`src/sli_pkg.sv`:
```
// ----------------------------------------------------------------------------
// sli_pkg: shared definitions for the sorted insertion list
// Status codes, data width, default depth and the cell control word.
// ----------------------------------------------------------------------------
package sli_pkg;

  // Width of one stored value.
  localparam int DATA_W = 32;

  // Default number of cells in the chain.
  localparam int CAPACITY_DEF = 16;

  // Status codes of a result word.
  localparam logic [1:0] ST_INSERTED = 2'd0;
  localparam logic [1:0] ST_FULL     = 2'd1;
  localparam logic [1:0] ST_LISTED   = 2'd2;
  localparam logic [1:0] ST_EMPTY    = 2'd3;

  // Control word broadcast to every cell of the chain.
  typedef struct packed {
    logic ins_en;  // Insert new value, shifting larger entries up one cell.
    logic rot_en;  // Rotate occupied cells down by one, head wraps to tail.
  } cell_cmd_t;

endpackage

```
`src/sorted_list_insert_top.sv`:
```
// ----------------------------------------------------------------------------
// sorted_list_insert_top: sorted insertion list on a chain of cells
//
// Input channel (in_valid/in_ready, kind, value): kind 0 inserts value in
// ascending signed order after any equal entries; kind 1 reads out the list.
// Output channel (out_valid/out_ready, status, item_value, last) carries the
// result words from a single output register.
//
// On an insert all cells compare and shift in parallel, and the result word
// appears the cycle after the word is accepted. Inserts can be accepted every
// cycle while the receiver keeps taking results. A full list drops the insert
// and answers with the full status.
// A readout of N entries gives N words, one per cycle while the receiver takes
// them, by rotating the chain so that cell 0 always holds the next entry; the
// readout first moves the block into the list state, which loads each word from
// cell 0. After N rotations the list is back in place. No input is taken until
// the last word is loaded. An empty list gives one word with the empty status.
// When the receiver stalls, the output register holds its word, the chain
// stops rotating and no new input is accepted.
// Reset empties the list and clears the output valid flag.
// ----------------------------------------------------------------------------
module sorted_list_insert_top #(
  parameter int CAPACITY = sli_pkg::CAPACITY_DEF
) (
  input  logic                              clk,
  input  logic                              rst,
  input  logic                              in_valid,
  output logic                              in_ready,
  input  logic                              kind,
  input  logic signed [sli_pkg::DATA_W-1:0] value,
  output logic                              out_valid,
  input  logic                              out_ready,
  output logic [1:0]                        status,
  output logic signed [sli_pkg::DATA_W-1:0] item_value,
  output logic                              last
);
  import sli_pkg::*;

  localparam int CW = $clog2(CAPACITY + 1);

  typedef enum logic [1:0] {
    S_IDLE = 2'b01,
    S_LIST = 2'b10
  } state_t;

  state_t                   state;
  logic [CW-1:0]            count;
  logic [CW-1:0]            rem;
  logic                     out_free;
  logic                     acc;
  logic                     full;
  logic                     out_load;
  cell_cmd_t                cmd;

  logic signed [DATA_W-1:0] cell_value [CAPACITY];
  logic                     cell_le    [CAPACITY];
  logic                     cell_occ   [CAPACITY];

  // Handshake and chain control.
  always_comb begin
    out_free   = !out_valid || out_ready;
    in_ready   = (state == S_IDLE) && out_free;
    acc        = in_valid && in_ready;
    full       = (count == CW'(CAPACITY));
    cmd.ins_en = acc && !kind && !full;
    cmd.rot_en = (state == S_LIST) && out_free;
    out_load   = (acc && (!kind || (count == '0))) || cmd.rot_en;
  end

  // Chain of cells; cell 0 is the head of the list.
  for (genvar i = 0; i < CAPACITY; i++) begin : g_cell
    logic signed [DATA_W-1:0] prev_value;
    logic                     prev_le;
    logic                     prev_occ;
    logic signed [DATA_W-1:0] next_value;
    logic                     next_occ;

    if (i == 0) begin : g_first
      assign prev_value = value;
      assign prev_le    = 1'b1;
      assign prev_occ   = 1'b1;
    end else begin : g_mid
      assign prev_value = cell_value[i-1];
      assign prev_le    = cell_le[i-1];
      assign prev_occ   = cell_occ[i-1];
    end

    if (i == CAPACITY - 1) begin : g_last
      assign next_value = cell_value[0];
      assign next_occ   = 1'b0;
    end else begin : g_inner
      assign next_value = cell_value[i+1];
      assign next_occ   = cell_occ[i+1];
    end

    sli_cell u_cell (
      .clk        (clk),
      .rst        (rst),
      .cmd        (cmd),
      .new_value  (value),
      .prev_value (prev_value),
      .prev_le    (prev_le),
      .prev_occ   (prev_occ),
      .next_value (next_value),
      .next_occ   (next_occ),
      .head_value (cell_value[0]),
      .value      (cell_value[i]),
      .le         (cell_le[i]),
      .occ        (cell_occ[i])
    );
  end

  // Sequencer, entry count and output register.
  always_ff @(posedge clk) begin
    if (rst) begin
      state     <= S_IDLE;
      count     <= '0;
      rem       <= '0;
      out_valid <= 1'b0;
    end else begin
      if (out_load) begin
        out_valid <= 1'b1;
      end else if (out_ready) begin
        out_valid <= 1'b0;
      end
      case (state)
        S_IDLE: begin
          if (acc) begin
            if (!kind) begin
              status     <= full ? ST_FULL : ST_INSERTED;
              item_value <= '0;
              last       <= 1'b1;
              if (!full) begin
                count <= count + CW'(1);
              end
            end else if (count == '0) begin
              status     <= ST_EMPTY;
              item_value <= '0;
              last       <= 1'b1;
            end else begin
              rem   <= count;
              state <= S_LIST;
            end
          end
        end
        S_LIST: begin
          if (out_free) begin
            status     <= ST_LISTED;
            item_value <= cell_value[0];
            last       <= (rem == CW'(1));
            rem        <= rem - CW'(1);
            if (rem == CW'(1)) begin
              state <= S_IDLE;
            end
          end
        end
        default: begin
          state <= S_IDLE;
        end
      endcase
    end
  end

endmodule

```
`src/sli_cell.sv`:
```
// ----------------------------------------------------------------------------
// sli_cell: one slot of the sorted insertion chain
// Holds one value and an occupied flag, compares against the new value and
// hands its contents to the neighboring slot on insert or rotate.
// ----------------------------------------------------------------------------
module sli_cell (
  input  logic                              clk,
  input  logic                              rst,
  input  sli_pkg::cell_cmd_t                cmd,
  input  logic signed [sli_pkg::DATA_W-1:0] new_value,
  input  logic signed [sli_pkg::DATA_W-1:0] prev_value,
  input  logic                              prev_le,
  input  logic                              prev_occ,
  input  logic signed [sli_pkg::DATA_W-1:0] next_value,
  input  logic                              next_occ,
  input  logic signed [sli_pkg::DATA_W-1:0] head_value,
  output logic signed [sli_pkg::DATA_W-1:0] value,
  output logic                              le,
  output logic                              occ
);
  import sli_pkg::*;

  // The slot keeps its entry when it holds a value not above the new one.
  assign le = occ && (value <= new_value);

  // Occupied flag: a thermometer code that grows by one cell per insert.
  always_ff @(posedge clk) begin
    if (rst) begin
      occ <= 1'b0;
    end else if (cmd.ins_en && !le) begin
      occ <= prev_occ;
    end
  end

  // Value: take the new value at the insert point, the lower neighbor's value
  // above it, and the upper neighbor's (or the head's) value when rotating.
  always_ff @(posedge clk) begin
    if (cmd.ins_en && !le) begin
      if (prev_le) begin
        value <= new_value;
      end else begin
        value <= prev_value;
      end
    end else if (cmd.rot_en && occ) begin
      if (next_occ) begin
        value <= next_value;
      end else begin
        value <= head_value;
      end
    end
  end

endmodule

```
`config.mk`:
```
export PLATFORM = sky130hd
export DESIGN_NAME = sorted_list_insert_top
export DESIGN_NICKNAME = d
export VERILOG_FILES = /design/src/sli_pkg.sv /design/src/sorted_list_insert_top.sv /design/src/sli_cell.sv
export SDC_FILE = /design/constraint.sdc
export NUM_CORES = 2
export LEC_CHECK = 0
export BUFFER_PORTS_ARGS = -buffer_cell sky130_fd_sc_hd__buf_2
export CORE_ASPECT_RATIO = 0.8
export CORE_UTILIZATION = 65
export CTS_CLUSTER_DIAMETER = 80
export CTS_CLUSTER_SIZE = 10
export DETAILED_ROUTE_END_ITERATION = 6
export GPL_ROUTABILITY_DRIVEN = 0
export PLACE_DENSITY = 0.86
export SETUP_SLACK_MARGIN = 0.2
export SYNTH_ARGS = -nofsm -noshare
export SYNTH_HDL_FRONTEND = slang
export SYNTH_HIERARCHICAL = 1
export SYNTH_SLANG_ARGS = --single-unit
```
`constraint.sdc`:
```
create_clock -name clk -period 13.7 [get_ports clk]
set_input_delay 1.37 -clock clk [delete_from_list [all_inputs] [get_ports clk]]
set_output_delay 1.37 -clock clk [all_outputs]
set_load 0.01 [all_outputs]
```
After elaboration in Yosys (flattened, before gate mapping)
Cells that the tools add are included.
Storage, ports and cells
  logic and storage cells: 262
  bits in registers: 576
Cells by class
  bitwise gates (word level): 3
  equality and inequality tests: 10
  muxes and demuxes: 91
  add/subtract/negate cells: 2
  reduce and logical (&&, ||, !) cells: 101
  $lt $le $gt $ge: 16
Operators with widths (number)
  32-bit two-way mux: 66
  32-bit less-or-equal comparator: 16
  32-bit one-hot mux with 2 select lines: 1
  1-bit logical AND: 54
  2-bit nonzero test: 19
  5-bit two-way mux: 4
  1-bit zero test: 19
  2-bit two-way mux: 9
  5-bit AND reduction: 3
  5-bit one-hot mux with 2 select lines: 1
  2-bit != test, second input constant: 4
  2-bit one-hot mux with 2 select lines: 2
  1-bit two-way mux: 7
  5-bit by 1-bit adder with 5-bit output, second input constant: 1
  5-bit by 1-bit == test with 1-bit output, second input constant: 1
  5-bit == test, second input constant: 1
  5-bit zero test: 1
  5-bit by 1-bit subtractor with 5-bit output, second input constant: 1
  4-bit AND reduction: 1
  1-bit logical OR: 3
  3-bit by 2-bit != test with 1-bit output, second input constant: 1
  1-bit inverter: 3
  2-bit by 1-bit == test with 1-bit output, second input constant: 1
  2-bit == test, second input constant: 1
  3 further kinds: 3

Depth between registers and ports, before layout
  depth after elaboration: 9
  gate-level depth with buffers: 11
  depth with buffers taken out: 9

Hierarchy
The synthesis kept the hierarchy.
Modules (own cells, without submodules)
  sli_cell: sequential area each 980.9 um^2, area an instance 2910.3 um^2, instances 16, cells an instance 264
  sorted_list_insert_top: sequential area each 1311.3 um^2, area an instance 2125.8 um^2, instances 1, cells an instance 178

Worst setup path before layout
No wires, ideal clock.
  kind: input to register
  start point: in out_ready
  end point: reg g_cell[0].u_cell/value[0] (netlist bit), enable pin
  data arrival time: 5.017 ns
  path buffers: 2
  stages on the path: 6
  setup slack: 8.293 ns
  required time: 13.311 ns
  path through: nor2b_1 -> clkbuf_1 -> a2111oi_4 -> o41ai_4 -> buf_6 -> nand2_1
RTL lines
  from (decl): RTL line sorted_list_insert_top.sv:32  | input logic out_ready,
  to (signal assigned): RTL line sli_cell.sv:40  | value <= new_value;
  to (signal assigned): RTL line sli_cell.sv:42  | value <= prev_value;
  to (signal assigned): RTL line sli_cell.sv:46  | value <= next_value;
  to (decl): RTL line sli_cell.sv:17  | output logic signed [sli_pkg::DATA_W-1:0] value,

Worst setup path in the final report
  start point: in value[9] (netlist bit)
  end point: reg g_cell[12].u_cell/value[26] (netlist bit), enable pin
On the way
  cells in the longest elaborated chain, start to end: 5
Ends and longest elaborated chain
  from (decl): RTL line sorted_list_insert_top.sv:30  | input logic signed [sli_pkg::DATA_W-1:0] value,
  32-bit less-or-equal comparator: RTL line sli_cell.sv:24  | assign le = occ && (value <= new_value);
  1-bit logical AND: RTL line sli_cell.sv:24
  1-bit zero test: RTL line sli_cell.sv:38  | if (cmd.ins_en && !le) begin
  1-bit logical AND: RTL line sli_cell.sv:38
  2-bit nonzero test (no line)
  to (signal assigned): RTL line sli_cell.sv:40
  to (signal assigned): RTL line sli_cell.sv:42
  to (signal assigned): RTL line sli_cell.sv:46
  to (decl): RTL line sli_cell.sv:17
No other way between the ends.
A chain may end at the register's enable or synchronous reset.

==> qor.log <==
qor: floorplan.die_y 246.8 um
qor: finish.instances_no_fill 5509
qor: floorplan.dieArea 76010 um2
qor: clock_network.cts_hold_buffers 0
qor: finish.postLayoutCoreUtil 70.49%
qor: finish.flow.area_growth_from_synthesis 7.049%
qor: yosys.synth.distinct_cells 52
qor: timing.finalCriticalPeriod 4.958 ns
qor: timing.setup_viol 0
qor: yosys.yosysSeqAreaShare 34.93%
qor: yosys.syn-cell-area 48690 um2
qor: global_route.vias_in_the_first_global_route 35730
qor: clock_network.clk-insertion-delay-late 0.63 ns
qor: setup_path.cp_data_arrival_time 5.32 ns
qor: placement.dp_worst_setup_slack 8.188 ns
qor: floorplan.initial_core_util 65.85%
qor: setup_path.r2r.worst_path.cells 9
qor: finish.layout_net_count 5011
qor: global_route.grt_antenna_before_repair 1
qor: finish.fillCellCount 5304
qor: clock_network.clock_sinks 576
qor: setup_path.start_kind primary input
qor: setup_path.worst-endpoint-required 14.07 ns
qor: min_path.worstHoldEndpoint rem[4]$_SDFFE_PP0P_
qor: status.run_status finished, violations left
qor: timing.max_slew_margin 24.87%
qor: floorplan.pin_count 74
qor: timing.layout_worst_path_cycle_share 36.19%
qor: clock_network.clock-root-buffer clkbuf_16
qor: placement.dpl.cell_count 5388
qor: yosys.asyncSetResetFlopFracSynth 0%
qor: yosys.synthCells 4402
qor: route.viasPerCell 6.551
qor: route.drt_pass_1_iters 7
qor: setup_path.worstPathMaxFanout 33
qor: yosys.synth_ff_type edfxtp_1
qor: route.drc 2
qor: setup_path.end_kind flop
qor: finish.layout.area.seq 17030 um2
qor: pwr.power.static_leakage 22.91 nW
qor: pwr.totalPowerFinal 7.226 mW
qor: route.detailedRoute.firstIterationViolations 3608
qor: min_path.hold_class flop to flop
qor: timing.setup_total_negative_slack 0 ns
qor: min_path.hold-path-cell-count 2
qor: min_path.startpoint_of_the_tightest_hold_check_path rem[4]$_SDFFE_PP0P_
qor: timing.timing_hold_violations_final 0
qor: timing.final-max-slew-violation-count 0
qor: route.number_of_vias_after_detailed_routing 36090
qor: placement.dpl.hpwl 92340 um
qor: timing.max_freq 201.7 MHz
qor: placement.port_buffers 73
qor: yosys.synth_seq_cells 576
qor: flow_run.cap_viol_max_count 0
qor: clock_network.clock_tree_from_tritoncts done
qor: status.violations_in_the_final_reports DRC
qor: global_route.largest_net_degree_at_the_start_of_global_routing 45
qor: setup_path.worst_r2r_endpoint g_cell[1].u_cell/value[4]$_DFFE_PP_
qor: clock_network.clkTransAtPathRegs 0.06 ns
qor: floorplan.core_region_area 73940 um2
qor: clock_network.post_cts_buffers 0
qor: pwr.vdd_drop_max 0.0001441 V
qor: setup_path.crit_type primary input to flop
qor: finish.final_layout_size_suffix_gt1_share 8.320%
qor: setup_path.r2r-start g_cell[0].u_cell/value[31]$_DFFE_PP_
qor: setup_path.ff2ff_setup_slack 9.60 ns
qor: global_route.grt_first_pass_wirelength 200300 um
qor: route.postRouteAntennaNets 0
qor: timing.grt_setup_unrepaired no
qor: clock_network.clk_path_buf_depth 3
qor: clock_network.cts_max_level 3
qor: pwr.cellPowerDensity 138.6 nW/um2
qor: route.routedWlPerCell 22.84 um
qor: global_route.grt_remaining_overflow 0
qor: finish.area_of_the_multi_input_gates 28600 um2
qor: yosys.synthesis.area_per_instance 11.06 um2
qor: timing.worst_margin_pin_slew 1.127 ns
qor: timing.skew 0.01704 ns
qor: clock_network.cts_bufs_inserted 67
qor: global_route.grtUsageTotal 33.02%
qor: timing.final_critical_path_setup_slack 8.742 ns
qor: floorplan.die_width 308 um
qor: floorplan.row_count 89
qor: route.routed_wirelength 125800 um
qor: clock_network.ctsResizeCount 0
qor: yosys.synth_enable_flop_cells 547
qor: yosys.yosys_warnings 6
[sequential cells by signal (all words and copies together), names as in the netlist]
name / flops
g_cell.u_cell/value: 512
item_value: 32
g_cell.u_cell/occ: 16
count: 5
rem: 5
state: 2
status: 2
last: 1
out_valid: 1
[area by class of cell]
type | instances | share of cell area (%)
multi-input cells | 3075 | 54.88
flip-flops and latches | 576 | 32.66
inverters | 568 | 4.090
clock buffers | 119 | 3.836
well taps | 1001 | 2.403
repair buffers | 168 | 2.069
clock inverters | 1 | 0.05761
diodes | 1 | 0.004801
[through the flow]
stage                     hold slack (ns)  cell area (um2)
after floorplan                    0.4451            48690
final                              0.4806            52120
after CTS                          0.4860            52120
after global placement             0.4583            50090
after global routing               0.5080            52120
after detailed placement           0.4776            50090
[cells in the mapped netlist (all sizes together), types with 17 or more instances]
library cell | number | area [um2]
and2 | 33 | 206.5
nand3 | 36 | 180.2
a311oi | 17 | 249.0
a21oi | 248 | 1241
dfxtp | 29 | 580.6
mux2i | 1538 | 15390
nor2b | 19 | 118.9
inv | 567 | 2128
nor2 | 42 | 157.7
or4 | 32 | 300.3
clkbuf | 136 | 511.7
buf | 48 | 540.5
o21ai | 91 | 455.4
o2bb2ai | 18 | 157.7
nor3 | 35 | 175.2
nor4 | 18 | 112.6
ha | 518 | 6481
nand2 | 134 | 505.5
nand4 | 128 | 900.9
edfxtp | 547 | 16430
[kinds of logic after synthesis]
family          after synthesis  share of synthesized area, %
simple gates                486                         5.607
buf+inv                     752                         6.540
flops                       576                         34.93
compound gates              526                         7.904
xor+xnor                      3                       0.05397
fa+ha+maj                   518                         13.31
other cells                   2                       0.01542
mux                        1539                         31.64
[power by group]
group          switching, mW  internal, mW  leakage [nW]
logic                   1.45          1.13          16.6
clock network          0.751          1.00         0.968
registers              0.426          2.46          5.30
[layout by cell type, fill, tap and decap left out, types with 18 or more instances in the layout]
cell type / synthesis / final
o21ai_0: 73 / 73
mux2i_1: 1538 / 1538
nor3_1: 35 / 34
a21oi_1: 248 / 248
edfxtp_1: 547 / 547
clkbuf_1: 135 / 46
nor2b_1: 19 / 19
nand3_1: 36 / 36
nand4_1: 112 / 112
clkbuf_16: 0 / 73
o2bb2ai_1: 18 / 18
nand2_1: 133 / 133
buf_4: 0 / 95
ha_1: 518 / 518
nor2_1: 42 / 42
and2_1: 33 / 33
buf_2: 0 / 73
o21ai_1: 18 / 18
inv_1: 567 / 567
[worst max-delay path by stage]
stage               startpoint                                     to  slack [ns]
floorplan            out_ready    g_cell[0].u_cell/value[0]$_DFFE_PP_        8.29
global placement      value[9]  g_cell[12].u_cell/value[26]$_DFFE_PP_        8.22
detailed placement    value[9]  g_cell[12].u_cell/value[26]$_DFFE_PP_        8.19
CTS                   value[9]  g_cell[12].u_cell/value[20]$_DFFE_PP_        8.84
global route          value[9]  g_cell[12].u_cell/value[29]$_DFFE_PP_        8.63
finish                value[9]  g_cell[12].u_cell/value[26]$_DFFE_PP_        8.74
[critical path, cell delays in order]
cell	delay [ns]
buf_2	0.64
inv_1	0.11
ha_1	0.34
nand4_1	0.14
or4_1	0.60
o21ai_1	0.23
a311oi_2	0.10
o41ai_4	0.32
buf_4	0.51
nand2_1	0.55
buf_4	0.39
[metal layers]
metal / up-vias / global-route usage [%] / share of wire [%]
li1: 16510 / - / -
met1: 17550 / 45.97 / 43
met2: 1726 / 52.36 / 45
met3: 313 / 4.182 / 8.2
met4: 0 / 12.83 / 3.7
met5: - / 0 / 0
No activity file was read; power rests on OpenSTA's default activity.
